`src/rtl/core/gpa_pkg.sv`:
```
// ----------------------------------------------------------------------------
// gpa_pkg
// Shared types and constants for the GF(2) polynomial ALU: beat structs,
// operation codes, sequencer states and the control bundle to the shift unit.
// ----------------------------------------------------------------------------
`default_nettype none

package gpa_pkg;

   localparam int KIND_W = 3;
   localparam int OPND_W = 32;
   localparam int POLY_W = 63;
   localparam int DEG_W  = 6;

   // operation codes
   localparam logic [KIND_W-1:0] KIND_ADD = 3'd0;
   localparam logic [KIND_W-1:0] KIND_SUB = 3'd1;
   localparam logic [KIND_W-1:0] KIND_MUL = 3'd2;
   localparam logic [KIND_W-1:0] KIND_QUO = 3'd3;
   localparam logic [KIND_W-1:0] KIND_REM = 3'd4;

   typedef struct packed {
      logic [KIND_W-1:0] kind;
      logic [OPND_W-1:0] operand_a;
      logic [OPND_W-1:0] operand_b;
   } req_type;

   typedef struct packed {
      logic [POLY_W-1:0] result_poly;
      logic [DEG_W-1:0]  poly_deg;
      logic              divide_by_zero;
   } rsp_type;

   typedef enum logic [2:0] {
      ST_IDLE,
      ST_DISPATCH,
      ST_BDEG,
      ST_INIT,
      ST_RUN,
      ST_FINISH,
      ST_RDEG,
      ST_DONE
   } state_type;

   // commands from the sequencer to the shift-and-xor unit
   typedef struct packed {
      logic load_direct;
      logic init;
      logic is_mul;
      logic step;
      logic take_quo;
   } ctl_type;

endpackage

`default_nettype wire

```
`src/rtl/core/gf2_polynomial_alu.sv`:
```
// ----------------------------------------------------------------------------
// gf2_polynomial_alu
// Add, subtract, carry-less multiply, quotient and remainder on GF(2)
// polynomials, built around one shared shift-and-xor unit.
// ----------------------------------------------------------------------------
// latency is set by the state path from accept to result: add, subtract, zero
// divisor and unused codes pass DISPATCH, RDEG, DONE; multiply DISPATCH, RUN,
// FINISH, RDEG, DONE; divide DISPATCH, BDEG, INIT, RUN, FINISH, RDEG, DONE
// one beat in flight: busy is high through the strobe cycle, low in the cycle after
// RUN does one coefficient step per cycle and each degree lookup is registered
// strobe high for one cycle, cannot be held off; synchronous reset returns to idle
`default_nettype none

module gf2_polynomial_alu #(
   parameter int COEFF_BITS = 32
) (
   input  wire logic             clock,
   input  wire logic             reset,
   input  wire logic             start,
   input  wire gpa_pkg::req_type req_data,
   output logic                  busy,
   output logic                  rsp_strobe,
   output gpa_pkg::rsp_type      rsp_data
);

   localparam logic [gpa_pkg::OPND_W-1:0] OPND_MASK =
      gpa_pkg::OPND_W'((64'd1 << COEFF_BITS) - 64'd1);

   gpa_pkg::req_type              req_ff;
   gpa_pkg::ctl_type              ctl;
   logic [gpa_pkg::POLY_W-1:0]    direct;
   logic [gpa_pkg::POLY_W-1:0]    acc;
   logic [gpa_pkg::POLY_W-1:0]    deg_word;
   logic [gpa_pkg::DEG_W-1:0]     degree;
   logic                          last;
   logic                          deg_sel_b;
   logic                          div_zero;
   logic                          b_zero;

   // capture the beat with coefficients from COEFF_BITS up masked off
   always_ff @(posedge clock) begin
      if (start && !busy) begin
         req_ff.kind      <= req_data.kind;
         req_ff.operand_a <= req_data.operand_a & OPND_MASK;
         req_ff.operand_b <= req_data.operand_b & OPND_MASK;
      end
   end

   assign b_zero = (req_ff.operand_b == '0);

   // results that need no iteration
   always_comb begin
      direct = '0;
      if (req_ff.kind == gpa_pkg::KIND_ADD || req_ff.kind == gpa_pkg::KIND_SUB) begin
         direct = gpa_pkg::POLY_W'(req_ff.operand_a ^ req_ff.operand_b);
      end else if (req_ff.kind == gpa_pkg::KIND_QUO) begin
         direct = gpa_pkg::POLY_W'(req_ff.operand_a);
      end
   end

   assign deg_word = deg_sel_b ? gpa_pkg::POLY_W'(req_ff.operand_b) : acc;

   gpa_ctrl u_ctrl (
      .clock     (clock),
      .reset     (reset),
      .start     (start),
      .kind      (req_ff.kind),
      .b_zero    (b_zero),
      .last      (last),
      .ctl       (ctl),
      .deg_sel_b (deg_sel_b),
      .busy      (busy),
      .done      (rsp_strobe),
      .div_zero  (div_zero)
   );

   gpa_shift_unit #(
      .COEFF_BITS (COEFF_BITS)
   ) u_shift (
      .clock      (clock),
      .ctl        (ctl),
      .opnd_a     (req_ff.operand_a),
      .opnd_b     (req_ff.operand_b),
      .direct     (direct),
      .div_degree (degree),
      .acc        (acc),
      .last       (last)
   );

   gpa_degree u_degree (
      .clock  (clock),
      .word   (deg_word),
      .degree (degree)
   );

   assign rsp_data.result_poly    = acc;
   assign rsp_data.poly_deg       = degree;
   assign rsp_data.divide_by_zero = div_zero;

endmodule

`default_nettype wire

```
`src/rtl/core/gpa_degree.sv`:
```
// ----------------------------------------------------------------------------
// gpa_degree
// Two-level degree finder: the first level registers a nonzero flag and the
// top set bit of each 8-bit group, the second picks the highest group.
// ----------------------------------------------------------------------------
`default_nettype none

module gpa_degree (
   input  wire logic                        clock,
   input  wire logic [gpa_pkg::POLY_W-1:0]  word,
   output logic      [gpa_pkg::DEG_W-1:0]   degree
);

   localparam int GRP_N = 8;
   localparam int GRP_W = 8;

   logic [GRP_N*GRP_W-1:0] padded;
   logic [GRP_N-1:0]       flag_in;
   logic [GRP_N-1:0]       flag_ff;
   logic [2:0]             idx_in [GRP_N];
   logic [2:0]             idx_ff [GRP_N];

   assign padded = (GRP_N*GRP_W)'(word);

   // per-group flag and top bit
   always_comb begin
      for (int g = 0; g < GRP_N; g++) begin
         flag_in[g] = |padded[g*GRP_W +: GRP_W];
         idx_in[g]  = 3'd0;
         for (int i = 0; i < GRP_W; i++) begin
            if (padded[g*GRP_W + i]) begin
               idx_in[g] = 3'(i);
            end
         end
      end
   end

   always_ff @(posedge clock) begin
      flag_ff <= flag_in;
      for (int g = 0; g < GRP_N; g++) begin
         idx_ff[g] <= idx_in[g];
      end
   end

   // highest nonzero group wins, zero word gives zero
   always_comb begin
      degree = '0;
      for (int g = 0; g < GRP_N; g++) begin
         if (flag_ff[g]) begin
            degree = {3'(g), idx_ff[g]};
         end
      end
   end

endmodule

`default_nettype wire

```
`src/rtl/core/gpa_shift_unit.sv`:
```
// ----------------------------------------------------------------------------
// gpa_shift_unit
// Shared shift-and-xor engine: one conditional xor per cycle while stepping
// serves both the carry-less multiply and the long division, MSB step first.
// ----------------------------------------------------------------------------
`default_nettype none

module gpa_shift_unit #(
   parameter int COEFF_BITS = 32
) (
   input  wire logic                        clock,
   input  wire gpa_pkg::ctl_type            ctl,
   input  wire logic [gpa_pkg::OPND_W-1:0]  opnd_a,
   input  wire logic [gpa_pkg::OPND_W-1:0]  opnd_b,
   input  wire logic [gpa_pkg::POLY_W-1:0]  direct,
   input  wire logic [gpa_pkg::DEG_W-1:0]   div_degree,
   output logic      [gpa_pkg::POLY_W-1:0]  acc,
   output logic                             last
);

   localparam int CNT_W = $clog2(COEFF_BITS);

   logic [gpa_pkg::POLY_W-1:0] acc_ff,  acc_in;
   logic [gpa_pkg::POLY_W-1:0] opnd_ff, opnd_in;
   logic [gpa_pkg::OPND_W-1:0] bsh_ff,  bsh_in;
   logic [gpa_pkg::OPND_W-1:0] quo_ff,  quo_in;
   logic [gpa_pkg::DEG_W-1:0]  top_ff,  top_in;
   logic [CNT_W-1:0]           cnt_ff,  cnt_in;
   logic                       mul_ff,  mul_in;
   logic                       hit;

   // multiply tests the next multiplier bit, divide the remainder's top bit
   assign hit = mul_ff ? bsh_ff[COEFF_BITS-1] : acc_ff[top_ff];

   always_comb begin
      acc_in  = acc_ff;
      opnd_in = opnd_ff;
      bsh_in  = bsh_ff;
      quo_in  = quo_ff;
      top_in  = top_ff;
      cnt_in  = cnt_ff;
      mul_in  = mul_ff;
      priority if (ctl.load_direct) begin
         acc_in = direct;
      end else if (ctl.init) begin
         mul_in  = ctl.is_mul;
         acc_in  = ctl.is_mul ? '0 : gpa_pkg::POLY_W'(opnd_a);
         opnd_in = gpa_pkg::POLY_W'(ctl.is_mul ? opnd_a : opnd_b) << (COEFF_BITS-1);
         bsh_in  = opnd_b;
         quo_in  = '0;
         top_in  = div_degree + gpa_pkg::DEG_W'(COEFF_BITS-1);
         cnt_in  = CNT_W'(COEFF_BITS-1);
      end else if (ctl.step) begin
         acc_in  = acc_ff ^ (hit ? opnd_ff : '0);
         opnd_in = opnd_ff >> 1;
         bsh_in  = bsh_ff << 1;
         quo_in  = {quo_ff[gpa_pkg::OPND_W-2:0], hit};
         top_in  = top_ff - gpa_pkg::DEG_W'(1);
         cnt_in  = cnt_ff - CNT_W'(1);
      end else if (ctl.take_quo) begin
         acc_in = gpa_pkg::POLY_W'(quo_ff);
      end
   end

   always_ff @(posedge clock) begin
      acc_ff  <= acc_in;
      opnd_ff <= opnd_in;
      bsh_ff  <= bsh_in;
      quo_ff  <= quo_in;
      top_ff  <= top_in;
      cnt_ff  <= cnt_in;
      mul_ff  <= mul_in;
   end

   assign acc  = acc_ff;
   assign last = (cnt_ff == '0);

endmodule

`default_nettype wire

```
`src/rtl/core/gpa_ctrl.sv`:
```
// ----------------------------------------------------------------------------
// gpa_ctrl
// Sequencer: dispatches each beat to a direct result, a multiply or a
// division, steps the shift unit and runs the degree finder.
// ----------------------------------------------------------------------------
`default_nettype none

module gpa_ctrl (
   input  wire logic                        clock,
   input  wire logic                        reset,
   input  wire logic                        start,
   input  wire logic [gpa_pkg::KIND_W-1:0]  kind,
   input  wire logic                        b_zero,
   input  wire logic                        last,
   output gpa_pkg::ctl_type                 ctl,
   output logic                             deg_sel_b,
   output logic                             busy,
   output logic                             done,
   output logic                             div_zero
);

   gpa_pkg::state_type state_ff, state_in;
   logic               dz_ff, dz_in;
   logic               is_div;

   assign is_div = (kind == gpa_pkg::KIND_QUO) || (kind == gpa_pkg::KIND_REM);

   always_ff @(posedge clock) begin
      if (reset) begin
         state_ff <= gpa_pkg::ST_IDLE;
         dz_ff    <= 1'b0;
      end else begin
         state_ff <= state_in;
         dz_ff    <= dz_in;
      end
   end

   // next state and unit commands
   always_comb begin
      state_in  = state_ff;
      dz_in     = dz_ff;
      ctl       = '0;
      deg_sel_b = 1'b0;
      unique case (state_ff)
         gpa_pkg::ST_IDLE: begin
            if (start) begin
               state_in = gpa_pkg::ST_DISPATCH;
            end
         end
         gpa_pkg::ST_DISPATCH: begin
            dz_in = is_div && b_zero;
            if (kind == gpa_pkg::KIND_MUL) begin
               ctl.init   = 1'b1;
               ctl.is_mul = 1'b1;
               state_in   = gpa_pkg::ST_RUN;
            end else if (is_div && !b_zero) begin
               state_in = gpa_pkg::ST_BDEG;
            end else begin
               ctl.load_direct = 1'b1;
               state_in        = gpa_pkg::ST_RDEG;
            end
         end
         gpa_pkg::ST_BDEG: begin
            deg_sel_b = 1'b1;
            state_in  = gpa_pkg::ST_INIT;
         end
         gpa_pkg::ST_INIT: begin
            ctl.init = 1'b1;
            state_in = gpa_pkg::ST_RUN;
         end
         gpa_pkg::ST_RUN: begin
            ctl.step = 1'b1;
            if (last) begin
               state_in = gpa_pkg::ST_FINISH;
            end
         end
         gpa_pkg::ST_FINISH: begin
            ctl.take_quo = (kind == gpa_pkg::KIND_QUO);
            state_in     = gpa_pkg::ST_RDEG;
         end
         gpa_pkg::ST_RDEG: begin
            state_in = gpa_pkg::ST_DONE;
         end
         gpa_pkg::ST_DONE: begin
            state_in = gpa_pkg::ST_IDLE;
         end
         default: begin
            state_in = gpa_pkg::ST_IDLE;
         end
      endcase
   end

   assign busy     = (state_ff != gpa_pkg::ST_IDLE);
   assign done     = (state_ff == gpa_pkg::ST_DONE);
   assign div_zero = dz_ff;

endmodule

`default_nettype wire

```
`config.mk`:
```
export PLATFORM = sky130hd
export DESIGN_NAME = gf2_polynomial_alu
export DESIGN_NICKNAME = d
export VERILOG_FILES = /design/src/rtl/core/gpa_pkg.sv /design/src/rtl/core/gf2_polynomial_alu.sv /design/src/rtl/core/gpa_degree.sv /design/src/rtl/core/gpa_shift_unit.sv /design/src/rtl/core/gpa_ctrl.sv
export SDC_FILE = /design/constraint.sdc
export NUM_CORES = 1
export LEC_CHECK = 0
export BUFFER_PORTS_ARGS = -buffer_cell sky130_fd_sc_hd__buf_4
export CORE_ASPECT_RATIO = 1.2
export CORE_MARGIN = 3
export CORE_UTILIZATION = 25
export DETAILED_ROUTE_END_ITERATION = 10
export SLEW_MARGIN = 40
export SYNTH_ARGS = -nofsm -noshare
export SYNTH_HDL_FRONTEND = slang
export SYNTH_SLANG_ARGS = --single-unit
export TNS_END_PERCENT = 20
```
`constraint.sdc`:
```
create_clock -name clock -period 5.75 [get_ports clock]
set_input_delay 1.15 -clock clock [delete_from_list [all_inputs] [get_ports clock]]
set_output_delay 1.15 -clock clock [all_outputs]
set_load 0.01 [all_outputs]
```
Word-level counts from Yosys, hierarchy flattened

Memories as Yosys holds them, arrays and structs flattened.
Index checks and enable logic that the tools add are counted.

Register bits after elaboration: 281
Latch bits: 0
RAM bits: 24
ROM bits: 0
Memories: 1

Memory list:

| name            | depth | width | rd ports | clocked after memory_dff | write ports | RTL line         | text |
|---|---|---|---|---|---|---|---|
| u_degree.idx_ff | 8     | 3     | 8        | 0                        | 8           | gpa_degree.sv:21 | `logic [2:0] idx_ff [GRP_N];` |

Add/subtract/negate cells: 3
$mul: 0
Divide/modulo/power cells: 0
$lt $le $gt $ge: 1
Equal/unequal tests: 13
Shifts and indexed selects: 0
Muxes and demuxes: 98
Bitwise operators: 3
Reductions and logical operators: 25

Operators by type and width:

| cell                                                                         | number |
|---|---|
| 63-bit 2-to-1 mux                                                            | 9 |
| 32-bit 2-to-1 mux                                                            | 6 |
| 3-bit 2-to-1 mux                                                             | 40 |
| 63-bit XOR                                                                   | 1 |
| 8-bit OR reduction                                                           | 7 |
| 6-bit 2-to-1 mux                                                             | 6 |
| 32-bit zero test                                                             | 1 |
| 32-bit XOR                                                                   | 1 |
| 2-bit 2-to-1 mux                                                             | 13 |
| 3-bit one-hot mux with 8 select lines                                        | 1 |
| 1-bit 2-to-1 mux                                                             | 17 |
| 3-bit == test, second input constant                                         | 5 |
| 5-bit 2-to-1 mux                                                             | 3 |
| 3-bit by 2-bit == test with 1-bit output, second input constant              | 4 |
| 6-bit by 7-bit less-than comparator with 1-bit output, second input constant | 1 |
| 7-bit OR reduction                                                           | 1 |
| 6-bit by 5-bit adder with 6-bit output, second input constant                | 1 |
| 1-bit binary-select mux with 6-bit select                                    | 1 |
| 3-bit by 1-bit == test with 1-bit output, second input constant              | 2 |
| 3-bit zero test                                                              | 2 |
| 2-bit AND reduction                                                          | 3 |
| 6-bit by 1-bit subtractor with 6-bit output, second input constant           | 1 |
| 5-bit zero test                                                              | 1 |
| 5-bit by 1-bit subtractor with 5-bit output, second input constant           | 1 |
| 10 further kinds                                                             | 15 |

Depth between registers and ports, before layout

Gate-level depths: netlist of run 1.
An unclocked memory read counts as a cell.

Word-level depth: 11
Gate-level depth with buffers: 11
Gate-level depth less buffers: 10

By module

From an unflattened synthesis of run 1, not the netlist that was laid out.

Cell total of the unflattened synthesis: 1448
Area, all modules: 16594.7 um^2

Modules (own cells, without submodules):

| module             | times used | cells an instance | area each (um^2) | sequential area each (um^2) |
|---|---|---|---|---|
| gpa_shift_unit     | 1          | 954               | 11325.9          | 6065.8 |
| gf2_polynomial_alu | 1          | 295               | 3639.7           | 2011.9 |
| gpa_degree         | 1          | 164               | 1341.3           | 640.6 |
| gpa_ctrl           | 1          | 35                | 287.8            | 80.1 |

Worst setup path after synthesis of run 1

OpenSTA, ideal clock, no wires.

Path kind: flip-flop to flip-flop
From: register req_ff[64] (netlist name)
To: register u_shift.bsh_ff[0] (netlist bit) (enable)
Arrival time: 4.477 ns
Data required time: 5.260 ns
Slack: 0.782 ns
Cell stages (with the launch flop): 8
Period minus slack after synthesis: 4.968 ns
Cell sequence: edfxtp_1 -> or3b_2 -> nor2_1 -> nor2_1 -> inv_1 -> a21oi_1 -> clkbuf_1 -> inv_1

Cells in the longest elaborated chain, start to end: 8
Elaborated cells on any way between the ends: 13

Ends and longest elaborated chain:

| item                                                                      | RTL line             | text |
|---|---|---|
| 3-bit by 2-bit == test with 1-bit output or 3-bit == test (tied branches) | gpa_ctrl.sv:26       | `assign is_div = (kind == gpa_pkg::KIND_QUO) \|\| (kind == gpa_pkg::KIND_REM);` |
| 1-bit logical OR                                                          | gpa_ctrl.sv:26       |  |
| 1-bit logical AND                                                         | gpa_ctrl.sv:56       | `end else if (is_div && !b_zero) begin` |
| 1-bit 2-to-1 mux                                                          | gpa_ctrl.sv:56       |  |
| 1-bit 2-to-1 mux                                                          | gpa_ctrl.sv:52       | `if (kind == gpa_pkg::KIND_MUL) begin` |
| 1-bit 2-to-1 mux                                                          | gpa_ctrl.sv:44       | `unique case (state_ff)` |
| 1-bit NOT (no source line)                                                | --                   |  |
| 2-bit AND reduction (no source line) *                                    | --                   |  |
| end signal, assigned                                                      | gpa_shift_unit.sv:68 | `bsh_ff <= bsh_in;` |
| end, declared                                                             | gpa_shift_unit.sv:25 | `logic [gpa_pkg::OPND_W-1:0] bsh_ff, bsh_in;` |

Mark *: on every way between the ends. The rest lies on a longest branch, timed or not.
A chain may end at the register's enable or synchronous reset.

==> results of run 1 <==
-- cells in the mapped netlist (3+ instances only) --
master / count
a211oi_1: 10
a21bo_2: 4
a21o_1: 22
a21oi_1: 62
a221oi_1: 37
a22oi_1: 33
a31oi_1: 5
and2_1: 64
buf_1: 3
buf_6: 7
clkbuf_1: 72
dfxtp_1: 36
edfxtp_1: 269
ha_1: 3
inv_1: 25
mux2i_1: 12
mux4_2: 13
nand2_1: 185
nand2b_1: 3
nand3b_1: 6
nand4_1: 4
nor2_1: 136
nor2b_1: 8
nor3_1: 23
nor3b_1: 3
nor4_1: 5
o211ai_1: 26
o21ai_0: 54
o21ai_1: 34
o22ai_1: 32
o31ai_1: 9
or2_2: 4
or3_1: 5
xnor2_1: 15
xor2_1: 58
-- worst max path at each step --
stage,to,slack [ns],cells past startpoint
floorplan,u_shift.bsh_ff[0],0.78,7
global placement,u_shift.acc[18],2.11,8
detailed placement,u_shift.acc[0],2.09,8
CTS,rsp_data[2],2.03,5
global route,u_shift.acc[54],1.88,7
finish,rsp_data[2],2.03,5
-- through the flow --
stage / cells / setup slack [ns] / power, mW
after CTS: 2185 / 2.029 / 7.166
final: 2186 / 2.027 / 7.101
after detailed placement: 2123 / 2.089 / 4.952
after global routing: 2186 / 1.880 / 7.447
after floorplan: 1310 / 0.7825 / 4.252
after global placement: 2120 / 2.107 / 4.900
-- report_power, final --
part / internal (mW) / switching, mW
clock: 1.31 / 0.881
sequential: 2.91 / 0.375
combinational: 0.677 / 0.943
-- critical path, cell delays in order, from the launching register on --
cell	delay, ns
dfxtp_1	0.41
and3b_1	0.20
o311ai_0	0.67
a31oi_1	0.25
a221o_1	0.36
buf_4	0.17
-- cell families after synthesis --
| group | Yosys count | synth area share |
|---|---|---|
| AO/OA/AOI/OAI | 340 | 0.1525 |
| flip-flops | 305 | 0.6021 |
| XOR/XNOR | 73 | 0.04375 |
| adder cells (fa/ha/maj) | 3 | 0.002569 |
| AND/OR/NAND/NOR | 453 | 0.1381 |
| buffers and inverters | 111 | 0.03279 |
| multiplexers | 25 | 0.02825 |
-- layout make-up --
cell class | instances | area (um2) | area share
Sequential cell | 305 | 8798 | 0.4984
Clock buffer | 51 | 978.4 | 0.05543
Clock inverter | 11 | 127.6 | 0.007229
Timing Repair Buffer | 165 | 1329 | 0.07527
Tap cell | 735 | 919.6 | 0.05209
Inverter | 25 | 96.34 | 0.005458
Multi-Input combinational cell | 894 | 5404 | 0.3061
-- placed cells by master (no fill, tap or decap), types with 3 or more instances in the layout --
| master | count |
|---|---|
| nor4_1 | 5 |
| a31oi_1 | 5 |
| clkinv_2 | 3 |
| buf_4 | 159 |
| nand2_1 | 184 |
| nor2_4 | 4 |
| nand3b_1 | 6 |
| mux2i_1 | 12 |
| a22oi_1 | 33 |
| dfxtp_1 | 36 |
| nand2b_1 | 3 |
| a21o_1 | 22 |
| and2_1 | 64 |
| clkinv_1 | 4 |
| o21ai_0 | 54 |
| nor2b_1 | 8 |
| a211oi_1 | 10 |
| o31ai_1 | 9 |
| nor3_1 | 23 |
| clkbuf_1 | 14 |
| or2_2 | 4 |
| o21ai_1 | 34 |
| o211ai_1 | 26 |
| bufinv_16 | 3 |
| a21oi_1 | 60 |
| nor2_1 | 131 |
| a21bo_2 | 4 |
| edfxtp_1 | 269 |
| inv_1 | 24 |
| a221oi_1 | 37 |
| xor2_1 | 58 |
| mux4_2 | 13 |
| xnor2_1 | 15 |
| ha_1 | 3 |
| or3_1 | 5 |
| clkbuf_16 | 38 |
| nand4_1 | 4 |
| o22ai_1 | 32 |
-- per-layer routing --
layer	vias to the layer above	track usage
li1	5027	-
met1	5456	0.1901
met2	481	0.2332
met3	83	0.03223
met4	0	0.05220
met5	-	0
-- flip-flops by register name, indices dropped and copies added, names as in the netlist, 5 cells and up --
signal / cells
u_degree.flag_ff: 8
u_shift.bsh_ff: 32
u_shift.top_ff: 6
u_shift.opnd_ff: 63
u_shift.acc: 63
req_ff: 67
u_shift.cnt_ff: 5
u_degree.idx_ff: 24
u_shift.quo_ff: 32
==> impl_results.md, run 1 <==
- Cts repair resizes: 0
- Worst Hold Depth: 2
- Total GRT Usage: 0.1446
- ANT nets after route: 0
- Largest net degree at the start of global routing: 103
- Post-CTS Setup Inserts: 0
- R2r worst-path depth: 8
- CP Class: flop to output pin
- CP startpoint kind: flop
- Routed wl met3: 3.384 mm
- Synthesized net count: 1,383
- Core Util, Final: 0.3068
- First-pass GRT wire length: 68.78 mm
- HP Class: flop to flop
- CTS Sinks: 305
- Critical R2R Capture: u_shift.acc[28]
- Vias per cell: 5.054
- Drt first pass iters: 5
- Hold EP: u_ctrl.div_zero
- Detailed placement HPWL: 31.72 mm
- Asr flop ratio synth: 0
- Clk root buf: clkbuf_16
- Top post-synthesis cells by area: edfxtp_1, dfxtp_1, nand2_1
- Min-delay src: u_ctrl.div_zero
- Uppermost routed layer: met4
- Share of layout cells above drive strength 1: 0.1682
- Crit path DAT: 2.57 ns
- R2R setup slack: 2.04 ns
- FF-to-FF Start: u_shift.top_ff[1]
- Skew-Pair Late Insertion Delay: 0.53 ns
- Starting Density: 0.2540
- Die Area: 61,410 um2
- Slew Viols, Final: 0
- CP endpoint kind: output pin
- Drt wl/cell: 20.65 um
- Total Wirelength: 45.14 mm
- Synth warnings: 0
- Syn_area_per_cell: 11.16 um2
- Post-route DRC: 0
- Worst Setup SP: u_degree.flag_ff[1]
- Yosys top cell by area: edfxtp_1
- Fin Setup TNS: 0 ns
- Metal2 WL: 21.21 mm
- Via count: 11.05k
- Worst Skew: 0.01687 ns
- Worst-Margin Slew: 0.8037 ns
- Final net count: 1,498
- CTS tree: yes
- Initial DRC Count: 947
- Number of buffers created by CTS: 34
- Chip width: 226.7 um
- Post-synth top area share: 0.5527
- Core area: 57,540 um2
- N_diodes: 0
- DP Area: 16,520 um2
- Synth Register Bits: 305
- PwrDens: 402.3 nW/um2
- Fill cells: 5,777
- Row Count: 96
- Setup violations, final: 0
- DRT met1 WL: 19.05 mm
- Leakage Power: 6.375 nW
- Post-Syn Instances: 1,310
- # Max-Cap Violations: 0
- Max IR drop VDD: 175.7 uV
- Post-route cell area: 17,650 um2
- Layout area overhead: 20.80%
- Post-layout minimum cycle time: 3.723 ns
- Synth Flop Type: edfxtp_1
- Clk buf depth: 3
- Final Hold Slack: 0.4849 ns
- Crit Path Max Fanout: 7
- Die H: 270.9 um
- Hold Buf Count CTS: 0
- Post-synthesis sequential area ratio: 0.6021
- Worst path required time: 4.60 ns
- Post-synth EDFFs: 269
- Initial antenna violation count: 1
- Relative slew slack: 0.4574
- Mapped Area: 14,610 um2
- Final hold vios: 0
- Clock slew at reported path FFs: 0.06 ns
- FMAX: 268.6 MHz
- # IOs: 142
- Tcrit/Tclk final: 0.6475
- RD Place Congestion: 0.8511
- H-tree depth: 2
- Yosys cell types: 53
- Unrepaired setup endpoints after global routing: no
- Port Buffer Count: 141
- Vias in the first global route: 10.93k
- Total global routing overflow: 0
- Status: finished, final reports clean
Note: power is estimated with default switching activity, not from simulation.
==> inputs of run 2 (changes only) <==
--- a/config.mk
+++ b/config.mk
@@ -5,6 +5,7 @@
 export SDC_FILE = /design/constraint.sdc
 export NUM_CORES = 1
 export LEC_CHECK = 0
+export ABC_AREA = 1
 export BUFFER_PORTS_ARGS = -buffer_cell sky130_fd_sc_hd__buf_4
 export CORE_ASPECT_RATIO = 1.2
 export CORE_MARGIN = 3
==> constraint.sdc (replaced) <==
create_clock -name clock -period 3.5 [get_ports clock]
set_input_delay 0.7 -clock clock [delete_from_list [all_inputs] [get_ports clock]]
set_output_delay 0.7 -clock clock [all_outputs]
set_load 0.01 [all_outputs]
==> impl_results.md, run 2 <==
- Post-layout minimum cycle time: 2.978 ns
- Largest register FFs: 67 (unchanged)
- Yosys top cell by area: edfxtp_1
- Status: finished, final reports clean
- Worst Setup SP: u_degree.flag_ff[3]
- Post-synthesis sequential area ratio: 0.5825 (-0.01955)
- Setup violations, final: 0 (unchanged)
- Clk buf depth: 3 (unchanged)
- Port Buffer Count: 141 (unchanged)
- Chip width: 230.4 um (+1.6%)
- Hold Buf Count CTS: 0 (unchanged)
- Core area: 59,710 um2 (+3.8%)
- Share of layout cells above drive strength 1: 0.1313 (-0.03687)
- Multi-input gate area: 5012 um2 (-7.2%)
- Worst-Margin Slew: 0.7327 ns (-0.07102 ns)
- HP Class: primary input to flop
- Synth warnings: 0 (unchanged)
- Post-synth EDFFs: 269 (unchanged)
- Worst path required time: 2.80 ns (-1.80 ns)
- Fill cells: 6,192 (+7.2%)
- CTS Sinks: 305 (unchanged)
- Final Hold Slack: 0.3060 ns (-0.1789 ns)
- Synth Register Bits: 305 (unchanged)
- RD Place Congestion: 0.9109 (+7.0%)
- Row Count: 98 (+2.1%)
- Layout area overhead: 19.82%
- CP startpoint kind: flop
- Most flop-heavy register: req_ff
- Post-route DRC: 0 (unchanged)
- First-pass GRT wire length: 74.24 mm (+7.9%)
- H-tree depth: 1 (-1)
- Via count: 12.60k (+14%)
- Initial DRC Count: 1,186 (+25%)
- Yosys cell types: 43 (-19%)
- # IOs: 142 (unchanged)
- Skew-Pair Late Insertion Delay: 0.57 ns (+0.04 ns)
- Syn_area_per_cell: 9.204 um2 (-17%)
- Number of buffers created by CTS: 29 (-15%)
- Fin Setup TNS: 0 ns (unchanged)
- Die Area: 63,420 um2 (+3.3%)
- Total Wirelength: 49.43 mm (+9.5%)
- R2r worst-path depth: 15 (+7)
- Most frequent cells after synthesis: nand2_1, edfxtp_1, inv_1
- Starting Density: 0.2529 (-0.001058)
- Top post-synthesis cells by area: edfxtp_1, nand2_1, inv_1
- Asr flop ratio synth: 0 (unchanged)
- Final net count: 1,840 (+23%)
- Vias in the first global route: 12.18k (+11%)
- PwrDens: 1014 nW/um2 (+150%)
- Post-synth top area share: 0.5348 (-0.01795)
- Core Util, Final: 0.3031 (-0.003740)
- FMAX: 335.8 MHz
- DP Area: 17,120 um2 (+3.6%)
- Post-route cell area: 18,100 um2 (+2.5%)
- Die H: 275.3 um (+1.6%)
- Total global routing overflow: 0 (unchanged)
- Most frequent cells in the layout: nand2_1, edfxtp_1, inv_1
- Worst Hold Depth: 1 (-1)
- Post-CTS Setup Inserts: 0 (unchanged)
- Leading cell type in the layout, fill and taps excluded: nand2_1
- Final hold vios: 0 (unchanged)
- Drt first pass iters: 5 (unchanged)
- N_diodes: 0 (unchanged)
- Clock slew at reported path FFs: 0.06 ns (about the same)
- Leakage Power: 7.519 nW (+18%)
- Clk root buf: clkbuf_16
- Crit path DAT: 2.28 ns (-0.29 ns)
- Max IR drop VDD: 551.6 uV (+210%)
- CP Class: flop to output pin
- Synth Flop Type: edfxtp_1
- Vias per cell: 4.865 (-3.7%)
- Crit path to: rsp_data[1]
- CTS tree: yes
- Tot Pwr: 18.36 mW (+160%)
- Crit Path Max Fanout: 6 (-1)
- Total GRT Usage: 0.1505 (+0.005915)
- Largest net degree at the start of global routing: 106 (+2.9%)
- Synthesized net count: 1,714 (+24%)
- ANT nets after route: 0 (unchanged)
- CP endpoint kind: output pin
- Top-count cell post-synth: nand2_1
- # Max-Cap Violations: 0 (unchanged)
- Unrepaired setup endpoints after global routing: no
- Post-Syn Instances: 1,641 (+25%)
- Worst Skew: 0.01187 ns (-0.005001 ns)
- Cts repair resizes: 0 (unchanged)
- Mapped Area: 15,100 um2 (+3.4%)
- Detailed placement HPWL: 34.67 mm (+9.3%)
- R2R setup slack: 0.54 ns (-1.50 ns)
- Critical R2R Capture: u_shift.acc[38]
- Initial antenna violation count: 0 (-1)
- Tcrit/Tclk final: 0.8510
- Reg area: 8798 um2 (unchanged)
- Relative slew slack: 0.5116 (+0.05415)
- Drt wl/cell: 19.08 um (-7.6%)
- Slew Viols, Final: 0 (unchanged)
- FF-to-FF Start: u_shift.top_ff[0]
==> run 2: changes by cell type after synthesis, moves of 31 or more <==
cell / delta
o21ai_0: +107
clkbuf_1: -33
inv_1: +212
and2_1: -64
nand2_1: +112
o221ai_1: +31
xor2_1: -35
nand3_1: +122
==> run 2: how the worst min path moves through the flow <==
stage	from	to	slack (ns)
floorplan	u_ctrl.div_zero	u_ctrl.div_zero	0.45
global placement	u_ctrl.div_zero	u_ctrl.div_zero	0.47
detailed placement	u_ctrl.div_zero	u_ctrl.div_zero	0.48
CTS	req_data[56]	req_ff[56]	0.27
global route	req_data[39]	req_ff[39]	0.28
finish	req_data[54]	req_ff[54]	0.31
==> run 2: cell families (layout without fill, tap and decap cells) <==
family | Yosys count | after routing | synth area share
simple gates | 626 | 626 | 0.1731
compound gates | 348 | 348 | 0.1326
buf+inv | 324 | 473 | 0.08830
flops | 305 | 305 | 0.5825
xor+xnor | 27 | 27 | 0.01566
mux | 8 | 8 | 0.005302
fa+ha+maj | 3 | 3 | 0.002485
==> run 2: through the flow <==
stage	setup slack, ns	std cells
6_report	0.5216	2590
5_1_grt	0.2645	2590
4_1_cts	0.5489	2589
3_5_place_dp	0.5655	2535
3_3_place_gp	0.6365	2535
2_1_floorplan	-0.5128	1641
==> run 2: worst max-delay path: stages, from the launching register on <==
cell and delay, ns:
dfxtp_1 0.40, inv_1 0.10, nand2_1 0.13, nor2_1 0.08, nand2_1 0.06, nand4_1 0.14, a21oi_1 0.47, inv_1 0.14
buf_4 0.18
==> run 2: power by group <==
group / internal [mW] / total, mW / switching, mW
clock: 1.80 / 3.21 / 1.41
combinational: 2.57 / 7.75 / 5.18
sequential: 6.22 / 7.40 / 1.17
==> run 2: final cells by class <==
| cell class | count | share of cell area |
|---|---|---|
| inverters | 247 | 0.05192 |
| repair buffers | 172 | 0.07701 |
| flip-flops and latches | 305 | 0.4861 |
| multi-input cells | 1012 | 0.2769 |
| well taps | 800 | 0.05531 |
| clock inverters | 14 | 0.006913 |
| clock buffers | 40 | 0.04577 |
==> run 2: per-layer routing <==
| metal | part of all wire | wire (um) | global-route usage | vias to the layer above |
|---|---|---|---|---|
| met5 | 0 | 0 | 0 | - |
| met3 | 0.093 | 4616 | 0.03324 | 105 |
| met2 | 0.47 | 23090 | 0.2460 | 612 |
| met4 | 0.038 | 1864 | 0.06221 | 0 |
| li1 | - | - | - | 5872 |
| met1 | 0.40 | 19850 | 0.1933 | 6012 |
==> inputs of run 3 (changes only) <==
--- a/config.mk
+++ b/config.mk
@@ -14,5 +14,6 @@
 export SLEW_MARGIN = 40
 export SYNTH_ARGS = -nofsm -noshare
 export SYNTH_HDL_FRONTEND = slang
+export SYNTH_HIERARCHICAL = 1
 export SYNTH_SLANG_ARGS = --single-unit
 export TNS_END_PERCENT = 20
==> constraint.sdc (replaced) <==
create_clock -name clock -period 2.88 [get_ports clock]
set_input_delay 0.576 -clock clock [delete_from_list [all_inputs] [get_ports clock]]
set_output_delay 0.576 -clock clock [all_outputs]
set_load 0.01 [all_outputs]
==> impl_results.md, run 3 <==
- Sequence of cells on the critical path: nor2_1 > nand2_1 > nor2_1 > nand2_1 > nor2_2 > inv_1 > a21oi_4 > nor2_2 > buf_4 > a32oi_1 > nand2_1
- Post-synthesis sequential area ratio: 0.5284 (-0.05410)
- ANT nets after route: 0 (unchanged)
- Yosys top cell by area: edfxtp_1
- Mapped Area: 16,650 um2 (+10%)
- Final hold vios: 0 (unchanged)
- Crit-path slowest cell: edfxtp_1
- Post-route cell area: 19,960 um2 (+10%)
- Synth Area in Simple Gates: 0.2349 (+0.06177)
- Drt wl/cell: 16.72 um (-12%)
- Starting Density: 0.2528 (about the same)
- Largest family of logic cells by synthesized area: simple AND/OR/NAND/NOR gates
- Multiplexer share of the synthesized area: 0.0006011 (-0.004700)
- # IOs: 142 (unchanged)
- Unrepaired setup endpoints after global routing: no
- Relative slew slack: 0.4996 (-0.01195)
- Crit path DAT: 3.00 ns (+0.72 ns)
- Share of layout cells above drive strength 1: 0.1531 (+0.02180)
- Crit Path Max Fanout: 21 (+15)
- Synth Flop Type: edfxtp_1
- Hold Buf Count CTS: 0 (unchanged)
- Tcrit/Tclk final: 0.9329
- Fill cells: 6,906 (+12%)
- R2r worst-path depth: 11 (-4)
- Cell count after placement: 2,972 (+17%)
- Pre-CTS setup slack: 0.1028 ns (-0.4627 ns)
- Yosys cell types: 44 (+2.3%)
- Clk buf depth: 3 (unchanged)
- Chip width: 241.6 um (+4.9%)
- Most flop-heavy register: req_ff
- Asr flop ratio synth: 0 (unchanged)
- First-pass GRT wire length: 76.54 mm (+3.1%)
- Post-route DRC: 0 (unchanged)
- Top post-synthesis cells by area: edfxtp_1, nand2_1, inv_1
- H-tree depth: 1 (unchanged)
- Post-CTS Setup Inserts: 0 (unchanged)
- Total GRT Usage: 0.1390 (-0.01151)
- Setup violations, final: 0 (unchanged)
- Initial DRC Count: 1,015 (-14%)
- Most frequent cells after synthesis: nand2_1, inv_1, nor2_1
- Largest net degree at the start of global routing: 76 (-28%)
- Vias in the first global route: 12.91k (+6.0%)
- Fin Setup TNS: 0 ns (unchanged)
- Synth Register Bits: 305 (unchanged)
- Total Wirelength: 50.62 mm (+2.4%)
- Post-synth top area share: 0.4851 (-0.04967)
- CTS Sinks: 305 (unchanged)
- Post-Synth Adder-Cell Area: 0.002254 (-0.0002308)
- Core area: 65,850 um2 (+10%)
- Post-Syn Instances: 1,971 (+20%)
- HP Class: primary input to flop
- Leading cell type in the layout, fill and taps excluded: nand2_1
- Total global routing overflow: 0 (unchanged)
- Leakage Power: 8.568 nW (+14%)
- Synth warnings: 6 (+6)
- PwrDens: 1087 nW/um2 (+7.2%)
- Largest register FFs: 67 (unchanged)
- Tot Pwr: 21.70 mW (+18%)
- Worst Skew: 0.01775 ns (+0.005880 ns)
- RD Place Congestion: 0.8692 (-4.6%)
- Combinational power share: 0.410 (-0.012)
- Post-layout minimum cycle time: 2.687 ns
- Cts repair resizes: 0 (unchanged)
- CP Class: flop to flop
- Sw Share: 0.4153 (-0.007533)
- Initial antenna violation count: 0 (unchanged)
- CP endpoint kind: flop
- Final net count: 2,185 (+19%)
- CP startpoint kind: flop
- Sequential share of power: 0.404 (about the same)
- Core Util, Final: 0.3031 (about the same)
- Worst path required time: 3.19 ns (+0.39 ns)
- Int Pwr: 12.69 mW (+20%)
- Status: finished, final reports clean
- Vias per cell: 4.552 (-6.4%)
- Clock slew at reported path FFs: 0.06 ns (about the same)
- Max incr delay on CP: 0.51 ns (+0.04 ns)
- Slew Viols, Final: 0 (unchanged)
- Max IR drop VDD: 817.0 uV (+48%)
- Port Buffer Count: 141 (unchanged)
- Skew-Pair Late Insertion Delay: 0.57 ns (about the same)
- Final worst setup slack: 0.1933 ns (-0.3283 ns)
- Most frequent cells in the layout: nand2_1, inv_1, edfxtp_1
- # Max-Cap Violations: 0 (unchanged)
- Clock Power Share: 0.186 (+0.011)
- Synth Area in Compound Gates: 0.1269 (-0.005705)
- CTS tree: yes
- Top-count cell post-synth: nand2_1
- Final Hold Slack: 0.1739 ns (-0.1320 ns)
- Drt first pass iters: 5 (unchanged)
- Detailed placement HPWL: 37.07 mm (+6.9%)
- Most frequent CP cell: nand2_1
- Row Count: 103 (+5.1%)
- P_sw: 9.014 mW (+16%)
- Die Area: 69,750 um2 (+10%)
- Finished Layout Cells: 3,028 (+17%)
- Worst-Margin Slew: 0.7488 ns (+0.01615 ns)
- Xor-xnor portion of the synthesized cell area: 0.0005260 (-0.01513)
- DP Area: 18,960 um2 (+11%)
- Via count: 13.78k (+9.4%)
- FMAX: 372.2 MHz
- Worst Hold Depth: 1 (unchanged)
- Clk root buf: clkbuf_16
- Post-synth EDFFs: 269 (unchanged)
- Number of buffers created by CTS: 30 (+3.4%)
- Die H: 288.7 um (+4.9%)
- N_diodes: 0 (unchanged)
- Syn_area_per_cell: 8.448 um2 (-8.2%)
- Layout area overhead: 19.88% (about the same)
-- run 3: changes by cell type after synthesis, sizes merged, moves of 33 or more --
cell	change
a21oi	+48
nand3	+43
inv	+60
nand4	+52
o21ai	-76
nor2	+113
nand2	+102
a32oi	+33
-- run 3: path summary, 6_finish.rpt --
| check | startpoint | end | slack (ns) |
|---|---|---|---|
| max | req_ff[6] | u_shift/acc[5] | 0.19 |
| min | req_data[16] | req_ff[16] | 0.17 |
| min reg2reg | u_shift/bsh_ff[27] | u_shift/bsh_ff[28] | 0.51 |
| max reg2reg | req_ff[6] | u_shift/acc[5] | 0.19 |
-- run 3: area by class of cell --
type	instances	area, um2	area share
sequential	305	8798	0.4408
multi-input combinational	1279	6276	0.3144
timing repair buffer	190	1602	0.08024
inverter	306	1172	0.05873
tap	892	1116	0.05591
clock buffer	34	787.0	0.03943
clock inverter	22	209.0	0.01047
-- run 3: routing by layer --
layer | wire length, um | track usage | up-vias
met3 | 2871 | 0.01857 | 57
met5 | 0 | 0 | -
met2 | 24680 | 0.2428 | 407
met4 | 1165 | 0.04083 | 0
li1 | - | - | 6853
met1 | 21900 | 0.1799 | 6466
-- run 3: cells by family after synthesis --
| logic type | after synthesis |
|---|---|
| flops | 305 |
| buf+inv | 417 |
| simple gates | 923 |
| xor+xnor | 1 |
| mux | 1 |
| compound gates | 320 |
| other cells | 1 |
| fa+ha+maj | 3 |
-- run 3: worst max-delay path, delay by kind of cell (launching register included) --
family / cells / cell delay [ns]
AOI/OAI and AO/OA: 2 / 0.61
DFF: 1 / 0.51
buffers and inverters: 2 / 0.36
and+or+nand+nor: 7 / 0.91
-- run 3: power groups by stage --
| stage | Combinational [mW] | Sequential, mW | Clock [mW] |
|---|---|---|---|
| floorplan | 5.73 | 8.48 | 0 |
| global placement | 8.85 | 8.84 | 0 |
| detailed placement | 8.94 | 8.86 | 0 |
| CTS | 8.98 | 8.78 | 4.14 |
| global route | 10.0 | 8.97 | 4.31 |
| finish | 8.90 | 8.77 | 4.03 |
